File: src/hdl/smi_pkg.sv
// Shared types and constants for the smoothstep interpolator.
// Used by smi_ctrl, smi_datapath and smoothstep_interpolator_top; no dependencies.
`default_nettype none

package smi_pkg;

  localparam int unsigned DATA_W      = 16;
  localparam int unsigned CFG_W       = 7;
  localparam int unsigned IDX_W       = 6;
  localparam int unsigned MAX_SAMPLES = 64;

  localparam logic [CFG_W-1:0] SPP_RESET = 7'd10;
  localparam logic [CFG_W-1:0] SPP_MAX   = CFG_W'(MAX_SAMPLES);
  localparam logic [17:0]      W_THREE   = 18'(3 * 65536);

  // Per-step increment of t = j*65536/n, split as quotient and remainder over n.
  // Entry i serves n = i + 1.
  localparam logic [16:0] RECIP_Q [64] = '{
    17'(65536/1),  17'(65536/2),  17'(65536/3),  17'(65536/4),
    17'(65536/5),  17'(65536/6),  17'(65536/7),  17'(65536/8),
    17'(65536/9),  17'(65536/10), 17'(65536/11), 17'(65536/12),
    17'(65536/13), 17'(65536/14), 17'(65536/15), 17'(65536/16),
    17'(65536/17), 17'(65536/18), 17'(65536/19), 17'(65536/20),
    17'(65536/21), 17'(65536/22), 17'(65536/23), 17'(65536/24),
    17'(65536/25), 17'(65536/26), 17'(65536/27), 17'(65536/28),
    17'(65536/29), 17'(65536/30), 17'(65536/31), 17'(65536/32),
    17'(65536/33), 17'(65536/34), 17'(65536/35), 17'(65536/36),
    17'(65536/37), 17'(65536/38), 17'(65536/39), 17'(65536/40),
    17'(65536/41), 17'(65536/42), 17'(65536/43), 17'(65536/44),
    17'(65536/45), 17'(65536/46), 17'(65536/47), 17'(65536/48),
    17'(65536/49), 17'(65536/50), 17'(65536/51), 17'(65536/52),
    17'(65536/53), 17'(65536/54), 17'(65536/55), 17'(65536/56),
    17'(65536/57), 17'(65536/58), 17'(65536/59), 17'(65536/60),
    17'(65536/61), 17'(65536/62), 17'(65536/63), 17'(65536/64)
  };

  localparam logic [5:0] RECIP_R [64] = '{
    6'(65536%1),  6'(65536%2),  6'(65536%3),  6'(65536%4),
    6'(65536%5),  6'(65536%6),  6'(65536%7),  6'(65536%8),
    6'(65536%9),  6'(65536%10), 6'(65536%11), 6'(65536%12),
    6'(65536%13), 6'(65536%14), 6'(65536%15), 6'(65536%16),
    6'(65536%17), 6'(65536%18), 6'(65536%19), 6'(65536%20),
    6'(65536%21), 6'(65536%22), 6'(65536%23), 6'(65536%24),
    6'(65536%25), 6'(65536%26), 6'(65536%27), 6'(65536%28),
    6'(65536%29), 6'(65536%30), 6'(65536%31), 6'(65536%32),
    6'(65536%33), 6'(65536%34), 6'(65536%35), 6'(65536%36),
    6'(65536%37), 6'(65536%38), 6'(65536%39), 6'(65536%40),
    6'(65536%41), 6'(65536%42), 6'(65536%43), 6'(65536%44),
    6'(65536%45), 6'(65536%46), 6'(65536%47), 6'(65536%48),
    6'(65536%49), 6'(65536%50), 6'(65536%51), 6'(65536%52),
    6'(65536%53), 6'(65536%54), 6'(65536%55), 6'(65536%56),
    6'(65536%57), 6'(65536%58), 6'(65536%59), 6'(65536%60),
    6'(65536%61), 6'(65536%62), 6'(65536%63), 6'(65536%64)
  };

  typedef enum logic [1:0] {
    ST_IDLE,
    ST_RUN,
    ST_DRAIN
  } state_t;

  typedef struct packed {
    logic start;   // latch target, restart the t generator
    logic issue;   // push one sample into the pipeline
    logic last;    // the issued sample closes the run
    logic finish;  // target becomes the previous point
  } ctrl_cmd_t;

  typedef struct packed {
    logic             adv;    // pipeline moves this cycle
    logic             busy;   // samples still ahead of the output register
    logic [CFG_W-1:0] count;  // samples in the current run, 1..MAX_SAMPLES
  } dp_status_t;

endpackage

`default_nettype wire

File: src/hdl/smi_ctrl.sv
// Run sequencer for the smoothstep interpolator: accepts a target, issues one
// sample per cycle while the pipeline advances, then drains. Uses smi_pkg.
`default_nettype none

module smi_ctrl (
  input  wire                      clk,
  input  wire                      rst,
  input  wire                      s_tvalid,
  output logic                     s_tready,
  input  wire smi_pkg::dp_status_t st,
  output smi_pkg::ctrl_cmd_t       cmd
);
  import smi_pkg::*;

  state_t           state, state_next;
  logic [IDX_W-1:0] k, k_next;
  logic             at_last;

  assign at_last = ({1'b0, k} == (st.count - CFG_W'(1)));

  always_ff @(posedge clk) begin
    if (rst) begin
      state <= ST_IDLE;
      k     <= '0;
    end else begin
      state <= state_next;
      k     <= k_next;
    end
  end

  always_comb begin
    state_next = state;
    k_next     = k;
    s_tready   = 1'b0;
    cmd        = '0;
    case (state)
      ST_IDLE: begin
        s_tready = 1'b1;
        if (s_tvalid) begin
          cmd.start  = 1'b1;
          k_next     = '0;
          state_next = ST_RUN;
        end
      end
      ST_RUN: begin
        if (st.adv) begin
          cmd.issue = 1'b1;
          cmd.last  = at_last;
          if (at_last) begin
            state_next = ST_DRAIN;
          end else begin
            k_next = k + IDX_W'(1);
          end
        end
      end
      ST_DRAIN: begin
        // hold the old previous point until the last blend has left the pipe
        if (!st.busy) begin
          cmd.finish = 1'b1;
          state_next = ST_IDLE;
        end
      end
      default: begin
        state_next = ST_IDLE;
      end
    endcase
  end

`ifndef SYNTHESIS
  a_issue_on_adv: assert property (@(posedge clk) disable iff (rst)
    cmd.issue |-> st.adv)
    else $error("sample issued while the pipeline is stalled");

  a_start_when_empty: assert property (@(posedge clk) disable iff (rst)
    cmd.start |-> !st.busy)
    else $error("new target accepted with samples still in flight");
`endif

endmodule

`default_nettype wire

File: src/hdl/smi_datapath.sv
// Datapath for the smoothstep interpolator: sample count register, t generator,
// weight multipliers, blend and output register. Uses smi_pkg.
`default_nettype none

module smi_datapath (
  input  wire                             clk,
  input  wire                             rst,
  input  wire                             cfg_we,
  input  wire  [smi_pkg::CFG_W-1:0]       cfg_wdata,
  input  wire  [smi_pkg::DATA_W-1:0]      target,
  input  wire  smi_pkg::ctrl_cmd_t        cmd,
  output smi_pkg::dp_status_t             st,
  output logic                            m_tvalid,
  input  wire                             m_tready,
  output logic [smi_pkg::DATA_W-1:0]      m_tdata,
  output logic                            m_tlast
);
  import smi_pkg::*;

  logic [CFG_W-1:0]  spp, eff, n_run;
  logic [DATA_W-1:0] prev, next_pt;
  logic [16:0]       q, q0;
  logic [5:0]        rem, r0;
  logic [6:0]        rem_sum;
  logic [5:0]        tab_idx;
  logic              adv, wrap;

  logic              v1, v2, last1, last2;
  logic [31:0]       tt1;
  logic [17:0]       w1;
  logic [31:0]       s2;
  logic [49:0]       sprod;

  logic signed [16:0] diff;
  logic signed [32:0] s_ext;
  logic signed [49:0] bprod, base, acc;

  assign eff = (spp == '0) ? CFG_W'(1) : ((spp > SPP_MAX) ? SPP_MAX : spp);
  assign adv = !m_tvalid || m_tready;

  assign st.adv   = adv;
  assign st.busy  = v1 | v2;
  assign st.count = n_run;

  assign tab_idx = 6'(n_run - CFG_W'(1));
  assign q0      = RECIP_Q[tab_idx];
  assign r0      = RECIP_R[tab_idx];
  assign rem_sum = {1'b0, rem} + {1'b0, r0};
  assign wrap    = (rem_sum >= n_run);

  assign sprod = 50'(tt1) * 50'(w1);

  assign diff  = $signed({next_pt[DATA_W-1], next_pt}) - $signed({prev[DATA_W-1], prev});
  assign s_ext = $signed({1'b0, s2});
  assign bprod = 50'(diff) * 50'(s_ext);
  assign base  = $signed({{2{prev[DATA_W-1]}}, prev, 32'b0});
  assign acc   = base + bprod;

  // control and architectural state
  always_ff @(posedge clk) begin
    if (rst) begin
      spp      <= SPP_RESET;
      prev     <= '0;
      n_run    <= CFG_W'(1);
      q        <= '0;
      rem      <= '0;
      v1       <= 1'b0;
      v2       <= 1'b0;
      m_tvalid <= 1'b0;
    end else begin
      if (cfg_we) begin
        spp <= cfg_wdata;
      end
      if (cmd.start) begin
        n_run <= eff;
        q     <= '0;
        rem   <= '0;
      end else if (cmd.issue) begin
        // advance t by 65536/n with the remainder carried exactly
        q   <= q + q0 + 17'(wrap);
        rem <= wrap ? 6'(rem_sum - n_run) : rem_sum[5:0];
      end
      if (cmd.finish) begin
        prev <= next_pt;
      end
      if (adv) begin
        v1       <= cmd.issue;
        v2       <= v1;
        m_tvalid <= v2;
      end
    end
  end

  // payload
  always_ff @(posedge clk) begin
    if (cmd.start) begin
      next_pt <= target;
    end
    if (adv) begin
      tt1     <= 32'(q[15:0]) * 32'(q[15:0]);
      w1      <= W_THREE - {1'b0, q[15:0], 1'b0};
      last1   <= cmd.last;
      s2      <= sprod[47:16];
      last2   <= last1;
      m_tdata <= acc[47:32];
      m_tlast <= last2;
    end
  end

`ifndef SYNTHESIS
  a_t_below_one: assert property (@(posedge clk) disable iff (rst)
    cmd.issue |-> !q[16])
    else $error("t reached one inside a run");

  a_rem_in_range: assert property (@(posedge clk) disable iff (rst)
    (rem < n_run) && (n_run != '0))
    else $error("t generator remainder out of range");
`endif

endmodule

`default_nettype wire

File: src/hdl/smoothstep_interpolator_top.sv
// Top level of the smoothstep interpolator: joins the run sequencer and the
// datapath. Depends on smi_pkg, smi_ctrl and smi_datapath.
//
//   channel   direction  handshake            payload
//   s_*       in         s_tvalid / s_tready  s_tdata = target_point
//   m_*       out        m_tvalid / m_tready  m_tdata = sample_value, m_tlast = last_of_run
//   cfg_*     in         cfg_we               cfg_wdata = samples_per_point
//
// For each target point, n being samples_per_point clamped to 1..64, the block accepts
// the point, issues one sample per cycle while the output does not stall, then drains
// the three-stage weight and blend pipeline before the previous point is updated.
// Output stalls freeze the whole pipeline; the output register holds its sample.
// Reset is synchronous; afterward the previous point is zero and the count is ten.
`default_nettype none

module smoothstep_interpolator_top (
  input  wire                          clk,
  input  wire                          rst,
  input  wire                          s_tvalid,
  output logic                         s_tready,
  input  wire  [smi_pkg::DATA_W-1:0]   s_tdata,   // [15:0] target_point
  output logic                         m_tvalid,
  input  wire                          m_tready,
  output logic [smi_pkg::DATA_W-1:0]   m_tdata,   // [15:0] sample_value
  output logic                         m_tlast,
  input  wire                          cfg_we,
  input  wire  [smi_pkg::CFG_W-1:0]    cfg_wdata
);
  import smi_pkg::*;

  ctrl_cmd_t  cmd;
  dp_status_t st;

  smi_ctrl u_ctrl (
    .clk      (clk),
    .rst      (rst),
    .s_tvalid (s_tvalid),
    .s_tready (s_tready),
    .st       (st),
    .cmd      (cmd)
  );

  smi_datapath u_datapath (
    .clk       (clk),
    .rst       (rst),
    .cfg_we    (cfg_we),
    .cfg_wdata (cfg_wdata),
    .target    (s_tdata),
    .cmd       (cmd),
    .st        (st),
    .m_tvalid  (m_tvalid),
    .m_tready  (m_tready),
    .m_tdata   (m_tdata),
    .m_tlast   (m_tlast)
  );

endmodule

`default_nettype wire

File: config.mk
export PLATFORM = sky130hd
export DESIGN_NAME = smoothstep_interpolator_top
export DESIGN_NICKNAME = d
export VERILOG_FILES = /design/src/hdl/smi_pkg.sv /design/src/hdl/smi_ctrl.sv /design/src/hdl/smi_datapath.sv /design/src/hdl/smoothstep_interpolator_top.sv
export SDC_FILE = /design/constraint.sdc
export NUM_CORES = 2
export LEC_CHECK = 0
export BUFFER_PORTS_ARGS = -buffer_cell sky130_fd_sc_hd__buf_2
export CAP_MARGIN = 15
export CELL_PAD_IN_SITES_DETAIL_PLACEMENT = 1
export CELL_PAD_IN_SITES_GLOBAL_PLACEMENT = 2
export CORE_AREA = 2 2 410 412
export CTS_CLUSTER_SIZE = 40
export DETAILED_ROUTE_END_ITERATION = 8
export DIE_AREA = 0 0 412 414
export PLACE_DENSITY_LB_ADDON = 0.08
export RECOVER_POWER = 25
export SLEW_MARGIN = 30
export SYNTH_ARGS = -nofsm -noshare
export SYNTH_HDL_FRONTEND = slang
export SYNTH_SLANG_ARGS = --single-unit
File: constraint.sdc
create_clock -name clk -period 7.8 [get_ports clk]
set_input_delay 1.17 -clock clk [delete_from_list [all_inputs] [get_ports clk]]
set_output_delay 1.17 -clock clk [all_outputs]
set_load 0.01 [all_outputs]
==> metrics.cfg <==
[setup_path]
path_class=reg -> reg
crit_cells=37
cp_common_cell=fa_2
arrival_ns=8.79
rr_worst_depth=37
rrSetupSlack_ns=-0.70
cp_data_required_time_ns=8.09
crit_fanout=5
crit_family=adder cells
worst_path_max_delay_cell=fa_2
worstSetupStartpointType=register
slowest_delay_ns=0.55
crit_buf_inv=9
cp-end-kind=register

[sta]
worstMarginPinSlew_ns=2.300
fin_ws_ns=-0.7050
clock-skew-final_ns=0.03379
relSlewSlack_pct=-53.31
hold_slack_ns=0.4261
hold_viol=0
slew_viol_final=41
rsz0062_at_grt=yes
final.period_utilization_pct=109.0
max_freq_ghz=0.1176
period_minus_slack_ns=8.505
setup_viol=16
setup_tns_ns=-7.773

[yosys]
ys_async_sr_fraction_pct=0
synth_compound_gate_area_share_pct=5.960
synth.cell_area_mm2=0.04965
ys_seq_area_share_pct=9.435
ys_ff_latch=177
synthAdderAreaFrac_pct=54.20
syn_avg_cell_area_um2=8.993
synth_edf_count=114
synthFlopType=edfxtp_1
synth_top_family_by_area=adder cells
yosysWarnings=0
synthXorXnorAreaFrac_pct=2.699
synth-simple-area-share_pct=15.65
ys_types=83
synthCells=5521
muxShareOfSynthArea_pct=0.2495

[die]
core.rowCount=150
chipWidth_um=412
die_h_um=414
pin_count=47
die-area_mm2=0.1706
placeableCoreArea_mm2=0.1663
initial_utilization_pct=29.86

[clock_network]
htreeDepth=4
root_buffer=clkbuf_16
cts_tree=built
hold_buffers=0
clkTransAtPathRegs_ns=0.08
clk_latency_ns=0.53
clk_path_buf_depth=2
cts_inserted_buffers=17
cts.sinks=177

[run_status]
violations=capacitance limit, slew limit, setup timing
status=finished with violations

[place]
dpl.hpwl_um=133900
io_buffers=46
place_congestion=0.7941

[global_routing]
antenna_found_initial=2
grt_pass1_vias=41140
grt_start_max_net_pins=72
grtUsageTotal_pct=19.52
grt_pass1_wl_um=252400
overflow=0

[hold_path]
holdPathStages=0
min_path_type=reg -> reg

[drt]
drc=0
num_vias=36310
routed_wl_um=161800
drt_pass1_iterations=5
drtIter0Drc=1420
wl_per_cell_um=20.33
ant_nets=0
vias_per_cell=4.563

[layout]
drive_above_1_share_pct=10.49
nFillCells=19310
area_growth_pct=13.77
final_nets=7276

[job]
drv_cap=1

path summary, 6_finish.rpt:
check                        start                     end
max          u_datapath.next_pt[0]  u_datapath.m_tdata[10]
min               u_datapath.last1        u_datapath.last2
max reg2reg  u_datapath.next_pt[0]  u_datapath.m_tdata[10]
min reg2reg       u_datapath.last1        u_datapath.last2
layout by cell type, fill, tap and decap left out, types with 17 or more instances in the layout:
master / netlist / final
a21o_1: 43 / 43
a21oi_1: 154 / 141
a31oi_1: 18 / 17
and2_1: 388 / 387
and3_1: 22 / 22
buf_12: 0 / 30
buf_2: 2 / 44
buf_4: 0 / 339
clkbuf_16: 0 / 19
dfxtp_1: 63 / 63
edfxtp_1: 114 / 114
fa_1: 1068 / 1059
ha_1: 442 / 423
ha_4: 0 / 18
inv_1: 1310 / 1297
nand2_1: 836 / 830
nand3_1: 47 / 45
nor2_1: 169 / 165
nor2b_1: 83 / 79
nor3_1: 28 / 28
o21a_1: 19 / 18
o21ai_0: 94 / 88
xnor2_1: 109 / 93
xor2_1: 44 / 43
repair_timing:
item | CTS | global route
gates resized for setup | 73 | 57
setup buffers | 17 | 14
pin swaps | 40 | 65
endpoints found under the setup margin | 16 | 23
gates cloned | 2 | 2
stage by stage:
step	setup slack, ns	cell area [um2]	std cells	utilization [%]
final	-0.7050	56490	7959	33.97
after detailed placement	-0.8094	54970	7894	33.06
after CTS	-0.6539	56180	7942	33.78
after global placement	-0.8016	54960	7893	33.05
after global routing	-1.027	56480	7955	33.96
after floorplan	0.01945	49700	5525	-
layout make-up:
cell class	instances	area, um2	area share [%]
Inverter	1315	4942	8.750
Timing Repair Buffer	437	3641	6.446
Multi-Input combinational cell	3790	39820	70.49
Antenna cell	4	10.01	0.01772
Clock inverter	15	206.4	0.3655
Sequential cell	177	4684	8.293
Tap cell	2204	2758	4.882
Clock buffer	17	425.4	0.7531
metal layers:
metal  routed length, um  vias up  global-route usage, %
li1                    -    16890                      -
met1               75970    19030                  26.69
met2               80330      276                  33.87
met3                2612      119                  1.407
met4                2905        0                  3.780
met5                   0        -                      0
cell families after synthesis:
kind of cell,count (synthesis)
buf+inv,1558
mux,11
other cells,2
simple gates,1653
fa+ha+maj,1510
xor+xnor,153
compound gates,457
flops,177
cells in the mapped netlist, drive strengths merged (13+ instances only):
| cell | count | area, um2 |
|---|---|---|
| a211oi | 15 | 117.6 |
| edfxtp | 114 | 3423 |
| or2 | 13 | 81.33 |
| clkbuf | 239 | 897.1 |
| xor2 | 44 | 385.4 |
| and3 | 22 | 137.6 |
| nor3 | 28 | 140.1 |
| nand3 | 47 | 235.2 |
| and2 | 388 | 2427 |
| nor2b | 83 | 519.3 |
| inv | 1310 | 4917 |
| nor2 | 169 | 634.4 |
| nand4 | 13 | 81.33 |
| fa | 1068 | 21380 |
| nand2b | 15 | 93.84 |
| ha | 442 | 5530 |
| a31oi | 20 | 146.4 |
| o21a | 19 | 142.6 |
| o211ai | 13 | 97.59 |
| xnor2 | 109 | 954.7 |
| nand2 | 836 | 3138 |
| a21oi | 156 | 788.3 |
| dfxtp | 63 | 1261 |
| a21o | 43 | 322.8 |
| o21ai | 97 | 485.5 |
registers in the layout, summed over array words and instances, names as in the netlist, 2 cells and up:
name,count
u_datapath.next_pt,16
u_datapath.tt1,31
u_datapath.m_tdata,16
u_datapath.s2,32
u_ctrl.k,6
u_datapath.w1,16
u_datapath.prev,16
u_datapath.q,16
u_datapath.spp,7
u_datapath.n_run,7
u_datapath.rem,6
u_ctrl.state,2
Power is left out: the tool's default activity adds up to more than one toggle a clock period on the data nets, which glitch-free logic cannot reach.
